**config.mk**
```make
export PLATFORM = sky130hd
export DESIGN_NAME = teq_cell
export DESIGN_NICKNAME = d
export VERILOG_FILES = /design/src/rtl/teq_pkg.sv /design/src/rtl/teq_cell.sv
export SDC_FILE = /design/constraint.sdc
export NUM_CORES = 1
export LEC_CHECK = 0
export ABC_CLOCK_PERIOD_IN_PS = 9140
export BUFFER_PORTS_ARGS = -buffer_cell sky130_fd_sc_hd__buf_2
export CAP_MARGIN = 10
export CORE_MARGIN = 4
export CORE_UTILIZATION = 49
export DETAILED_ROUTE_END_ITERATION = 8
export HOLD_SLACK_MARGIN = 0.15
export PLACE_DENSITY = 0.95
export SLEW_MARGIN = 20
export SYNTH_ARGS = -nofsm -noshare
export SYNTH_HDL_FRONTEND = slang
export SYNTH_SLANG_ARGS = --single-unit
export TNS_END_PERCENT = 100
```
**constraint.sdc**
```tcl
create_clock -name i_clk -period 9.14 [get_ports i_clk]
set_input_delay 1.828 -clock i_clk [delete_from_list [all_inputs] [get_ports i_clk]]
set_output_delay 1.828 -clock i_clk [all_outputs]
set_load 0.01 [all_outputs]
```
**src/rtl/teq_pkg.sv**
```systemverilog
`timescale 1ns / 1ps
// ----------------------------------------------------------------------------
// teq_pkg
// Shared types and constants of the timed event queue.
// ----------------------------------------------------------------------------
package teq_pkg;

    localparam int ELEMENTS  = 32;
    localparam int TIME_BITS = 63;
    localparam int IDX_W     = (ELEMENTS > 1) ? $clog2(ELEMENTS) : 1;
    localparam int CNT_W     = $clog2(ELEMENTS + 1);
    localparam int SUM_W     = 64;
    localparam logic [SUM_W-1:0] MAX_TIME = (SUM_W'(1) << TIME_BITS) - SUM_W'(1);

    typedef enum logic [1:0] {
        OP_SCHEDULE = 2'd0,
        OP_CANCEL   = 2'd1,
        OP_POP      = 2'd2,
        OP_CLEAR    = 2'd3
    } t_op;

    typedef enum logic [2:0] {
        ST_SCHEDULED   = 3'd0,
        ST_REPEATED    = 3'd1,
        ST_INACTIVE    = 3'd2,
        ST_CANCELLED   = 3'd3,
        ST_NOT_PENDING = 3'd4,
        ST_POPPED      = 3'd5,
        ST_NONE        = 3'd6
    } t_status;

    typedef struct packed {
        logic [1:0]  op;
        logic [4:0]  element;
        logic [61:0] delay;
        logic [62:0] limit_time;
    } t_req;

    typedef struct packed {
        logic [2:0]  status;
        logic [4:0]  event_element;
        logic [62:0] event_time;
        logic [62:0] now_time;
        logic [5:0]  queue_count;
    } t_rsp;

    typedef enum logic [2:0] {
        CELL_HOLD,
        CELL_INSERT,
        CELL_REMOVE,
        CELL_POP,
        CELL_CLEAR
    } t_cell_op;

    typedef struct packed {
        t_cell_op               op;
        logic [TIME_BITS-1:0]   stamp;
        logic [4:0]             element;
    } t_cell_cmd;

    typedef struct packed {
        logic                   valid;
        logic [TIME_BITS-1:0]   stamp;
        logic [4:0]             element;
    } t_slot;

endpackage

```
**src/rtl/teq_cell.sv**
```systemverilog
`timescale 1ns / 1ps
// ----------------------------------------------------------------------------
// teq_cell
// One slot of the sorted queue; shifts toward either neighbor on command.
// ----------------------------------------------------------------------------
module teq_cell (
    input  logic               i_clk,
    input  logic               i_rst_n,
    input  teq_pkg::t_cell_cmd i_cmd,
    input  teq_pkg::t_slot     i_left,
    input  teq_pkg::t_slot     i_right,
    input  logic               i_left_lt,
    input  logic               i_left_match,
    output teq_pkg::t_slot     o_slot,
    output logic               o_lt,
    output logic               o_match
);
    import teq_pkg::*;

    logic                 r_valid, n_valid;
    logic [TIME_BITS-1:0] r_stamp, n_stamp;
    logic [4:0]           r_elem,  n_elem;

    assign o_lt    = r_valid && (r_stamp < i_cmd.stamp);
    assign o_match = i_left_match || (r_valid && (r_elem == i_cmd.element));

    always_comb begin
        n_valid = r_valid;
        n_stamp = r_stamp;
        n_elem  = r_elem;
        unique case (i_cmd.op)
            CELL_INSERT: begin
                if (!o_lt) begin
                    if (i_left_lt) begin
                        n_valid = 1'b1;
                        n_stamp = i_cmd.stamp;
                        n_elem  = i_cmd.element;
                    end else begin
                        n_valid = i_left.valid;
                        n_stamp = i_left.stamp;
                        n_elem  = i_left.element;
                    end
                end
            end
            CELL_REMOVE: begin
                if (o_match) begin
                    n_valid = i_right.valid;
                    n_stamp = i_right.stamp;
                    n_elem  = i_right.element;
                end
            end
            CELL_POP: begin
                n_valid = i_right.valid;
                n_stamp = i_right.stamp;
                n_elem  = i_right.element;
            end
            CELL_CLEAR: n_valid = 1'b0;
            default: ;
        endcase
    end

    always_ff @(posedge i_clk) begin
        if (!i_rst_n) begin
            r_valid <= 1'b0;
        end else begin
            r_valid <= n_valid;
        end
    end

    always_ff @(posedge i_clk) begin
        r_stamp <= n_stamp;
        r_elem  <= n_elem;
    end

    assign o_slot.valid   = r_valid;
    assign o_slot.stamp   = r_stamp;
    assign o_slot.element = r_elem;

endmodule

```
# [Word level (Yosys, flattened, before mapping)]
# Index checks and enable logic that the tools add are counted.
[word_totals] reg_bits=69 inputBits=213 output_inout_bits=71 wordCells=30
[classes] n_lt_le_gt_ge=1 eq_ne=7 mux=12 n_reduce_logical=7
[op_table] op="$mux W63" count=3
[op_table] op="$pmux W63 S3" count=1
[op_table] op="$lt A63 B63 Y1" count=1
[op_table] op="$mux W5" count=3
[op_table] op="$pmux W5 S3" count=1
[op_table] op="$eq A3 B2 Y1 const B" count=2
[op_table] op="$reduce_and A3 Y1" count=2
[op_table] op="$eq A5 B5 Y1" count=1
[op_table] op="$ne A2 B2 Y1 const B" count=2
[op_table] op="$pmux W1 S4" count=1
[op_table] op="$reduce_bool A4 Y1" count=1
[op_table] op="$eq A3 B1 Y1 const B" count=1
[op_table] op="$eq A3 B3 Y1 const B" count=1
[op_table] op="$mux W1" count=3
[op_table] op="$reduce_bool A3 Y1" count=1
[op_table] op="$logic_and A1 B1 Y1" count=2
[op_table] op="$logic_or A1 B1 Y1" count=1

# [Longest topological paths before layout]
[logic_depth] depth_word=5 mapped_depth=10

# [Worst setup path before layout]
# Ideal clock, no wire load.
[synth_path] kind="input -> register" from="in i_cmd[67] (netlist bit)" to="reg r_elem[0] (enable)" setup_ns=0.438 arrival_ns=4.968 t_required_ns=8.702 path_slack_ns=3.734 cell_stages=9 cell_sequence="inv_1 ha_1 nand4_1 nor4_1 nor3b_2 and4_1 a22oi_1 nand3_1 o221a_1"
[synth_via] elab_chain_cells=4
[synth_lines] item="start, declared" line="teq_cell.sv:9" rtl="input teq_pkg::t_cell_cmd i_cmd,"
[synth_lines] item="$lt A63 B63 Y1" line="teq_cell.sv:24" rtl="assign o_lt = r_valid && (r_stamp < i_cmd.stamp);"
[synth_lines] item="$logic_and A1 B1 Y1" line="teq_cell.sv:24"
[synth_lines] item="$ne A2 B2 Y1 (no source line)"
[synth_lines] item="$reduce_and A3 Y1 (no source line)"
[synth_lines] item="end signal, assigned" line="teq_cell.sv:72" rtl="r_elem <= n_elem;"
[synth_lines] item="end, declared" line="teq_cell.sv:22" rtl="logic [4:0] r_elem, n_elem;"
# No other way between the ends.
# A chain may end at the register's enable or synchronous reset.

# [Worst setup path after layout]
[layout_path] from="in i_cmd[67] (netlist bit)" to="out o_lt"
[layout_via] elab_chain_cells=2
[layout_lines] item="$lt A63 B63 Y1" line="teq_cell.sv:24"
[layout_lines] item="$logic_and A1 B1 Y1" line="teq_cell.sv:24"
[layout_lines] item="end, declared" line="teq_cell.sv:15" rtl="output logic o_lt,"
# No other way between the ends.

==> impl_metrics.ini <==
[route]
routed_wl_mm = 15.6
drtIter0Drc = 225
dr.pass1.iters = 4
drcViolationCount = 0
antenna_left = 0
wl_per_cell_um = 16.4
vias = 5017
avgViaCountPerCell = 5.29

[floorplanning]
core.rowCount = 37
die_area_um2 = 12100
io_pins = 284
initial_core_util_pct = 49.9
die_y_um = 110
die_w_um = 110
core_area_um2 = 10200

[cells_and_area]
layout_common_cells = buf_2 (282), nand2_1 (83), o21ai_0 (79)
final_cell_area_um2 = 6830
nFillCells = 821
final_common_cell = buf_2
final_cells = 949
area_growth_pct = 33.6
drive_gt1_share_pct = 37.4
nets = 1082

[global_route]
grt_pass1_wl_mm = 22.8
grt_max_degree = 111
track_usage_pct = 24.3
grt_pass1_vias = 4861
grt-ovfl-total = 0
antenna_found_initial = 1

[logic_synthesis]
synth_cells = 535
synth_nets = 810
synth.distinct_cells = 32
ys_warn_count = 0
avgSynthCellArea_um2 = 9.55
seq_area_frac_synth_pct = 40.4
synth_area_um2 = 5110
ys_ff_latch = 69

[power_and_ir_drop]
cellInternalPower_uw = 604
switching_share_pct = 29.4
p_clk_share_pct = 28.5
vdd_drop_max_mv = 0.0838
switching_power_uw = 251
seq_power_share_pct = 45.7
leakagePower_nw = 3.54
pwr-share-comb_pct = 25.8
powerDensity_nw_per_um2 = 125

[placed_design]
dp_slack_ns = 3.35
dp_hpwl_mm = 12.6
place_inst = 932
port_buffers = 283
placed_cell_area_um2 = 6630
place_congestion = 0.855

[hold_path]
hold_class = reg2reg
worstHoldStart = r_valid$_SDFFE_PN0P_
hold_end = r_valid$_SDFFE_PN0P_
hold_depth = 2

[worst_setup_path]
worstPathArrival_ns = 3.96
crit_fanout = 4
rr_startpoint = r_stamp[60]$_DFFE_PP_
critPathLaunchType = primary input
ff2ff_path_depth = 8
end_kind = primary output
timing.rr.end = r_stamp[43]$_DFFE_PP_
rrSetupSlack_ns = 5.60
critPathKind = in2out
crit_required_ns = 7.31

[clocking]
ctsHoldBuffers = 0
cts_buffers = 9
insertion_delay_ns = 0.34
postCtsSetupBuffers = 0
clock_sinks = 69
cts_tree = built
root_buffer = clkbuf_8
path_clk_slew_ns = 0.06
post_cts_resized = 0
htreeDepth = 3
clk_path_buf_depth = 2

[timing]
fmax_mhz = 173
max_slew.worst_pin.slew_ns = 1.03
finClkSkew_ns = 0.0194
finalSetupViolations = 0
finalCritPeriodShare_pct = 63.3
slew_viol_final = 0
final_hold_viol_count = 0
worst_slack_ns = 3.36
min_period_ns = 5.78
tns_ns = 0
rsz0062_at_grt = false
slew_headroom_pct = 31.3

[run]
drv_cap = 0

[outcome]
status = finished clean
-- Yosys cell counts, drive strengths merged --
| cell | count | area (µm²) |
|---|---|---|
| o221a | 1 | 11.3 |
| o31a | 1 | 8.76 |
| a221oi | 1 | 8.76 |
| clkbuf | 21 | 78.8 |
| ha | 62 | 776 |
| xor2 | 4 | 35.0 |
| inv | 64 | 240 |
| a21oi | 25 | 125 |
| buf | 3 | 16.3 |
| nor3b | 1 | 12.5 |
| nand3 | 6 | 30.0 |
| edfxtp | 68 | 2040 |
| and4 | 2 | 17.5 |
| o41ai | 1 | 8.76 |
| nor3 | 2 | 10.0 |
| o21ai | 79 | 395 |
| dfxtp | 1 | 20.0 |
| a221o | 2 | 20.0 |
| nor2 | 6 | 22.5 |
| nor2b | 4 | 25.0 |
| nand4 | 9 | 56.3 |
| mux2i | 69 | 691 |
| and3 | 2 | 12.5 |
| nor4 | 4 | 25.0 |
| nand2 | 83 | 312 |
| a21o | 10 | 75.1 |
| a22oi | 1 | 7.51 |
| nand4b | 1 | 8.76 |
| a31o | 1 | 8.76 |
| xnor2 | 1 | 8.76 |
-- through the flow --
step / hold slack [ns] / util [%] / power [mW]
floorplan: 0.473 / - / 0.514
global placement: 0.552 / 64.8 / 0.608
detailed placement: 0.572 / 64.8 / 0.618
CTS: 0.582 / 66.7 / 0.861
global route: 0.610 / 66.7 / 0.904
finish: 0.582 / 66.7 / 0.855
-- state kept, by name, indices dropped and copies added, names as in the netlist --
register  cells
r_stamp      63
r_elem        5
r_valid       1
-- logic make-up (layout without fill, tap and decap cells) --
kind of cell / Yosys count / count (layout) / synth area share [%]
flip-flops: 69 / 69 / 40.4
other: 0 / 1 / 0
buffers and inverters: 88 / 365 / 6.56
XOR/XNOR: 5 / 5 / 0.857
AO/OA/AOI/OAI: 122 / 122 / 13.1
AND/OR/NAND/NOR: 120 / 120 / 10.4
adder cells (fa/ha/maj): 62 / 62 / 15.2
multiplexers: 69 / 69 / 13.5
-- critical path: stages --
cell and delay (ns):
buf_2 0.10, inv_1 0.04, ha_1 0.29, nand4_1 0.18, nor4_1 0.54, nor3b_2 0.34
and4_1 0.22, a22oi_1 0.06, nand3_1 0.16, inv_1 0.05, buf_2 0.14
-- power by group through the flow --
stage	sequential [mW]	clock, mW	combinational (mW)
2_1_floorplan	0.407	0	0.107
3_3_place_gp	0.396	0	0.211
3_5_place_dp	0.398	0	0.220
4_1_cts	0.391	0.248	0.222
5_1_grt	0.393	0.263	0.248
6_report	0.391	0.244	0.221
-- layer usage --
metal	share of wire, %	vias up	global-route usage (%)
met5	0	-	0
met4	4.1	0	13.4
met1	38	2284	26.7
met3	8.1	50	5.42
li1	-	2459	-
met2	50	224	43.3
-- area by class of cell --
type                       count  area [µm²]  share of cell area (%)
multi-input combinational    378        2730                    40.0
sequential                    69        2060                    30.2
timing repair buffer         285        1430                    21.0
inverter                      64         240                    3.52
tap                          136         170                    2.49
clock buffer                   9         124                    1.81
clock inverter                 7        66.3                   0.971
antenna                        1        2.50                  0.0367
-- how the worst max path moves through the flow --
stage                     slack, ns  startpoint                   to  depth (start not counted)
after floorplan                3.73   i_cmd[67]  r_elem[0]$_DFFE_PP_                          9
after global placement         3.46   i_cmd[67]                 o_lt                         11
after detailed placement       3.35   i_cmd[67]                 o_lt                         11
after CTS                      3.34   i_cmd[67]                 o_lt                         11
after global routing           3.19   i_cmd[67]                 o_lt                         11
final                          3.36   i_cmd[67]                 o_lt                         11
No activity file was read; power rests on OpenSTA's default activity.
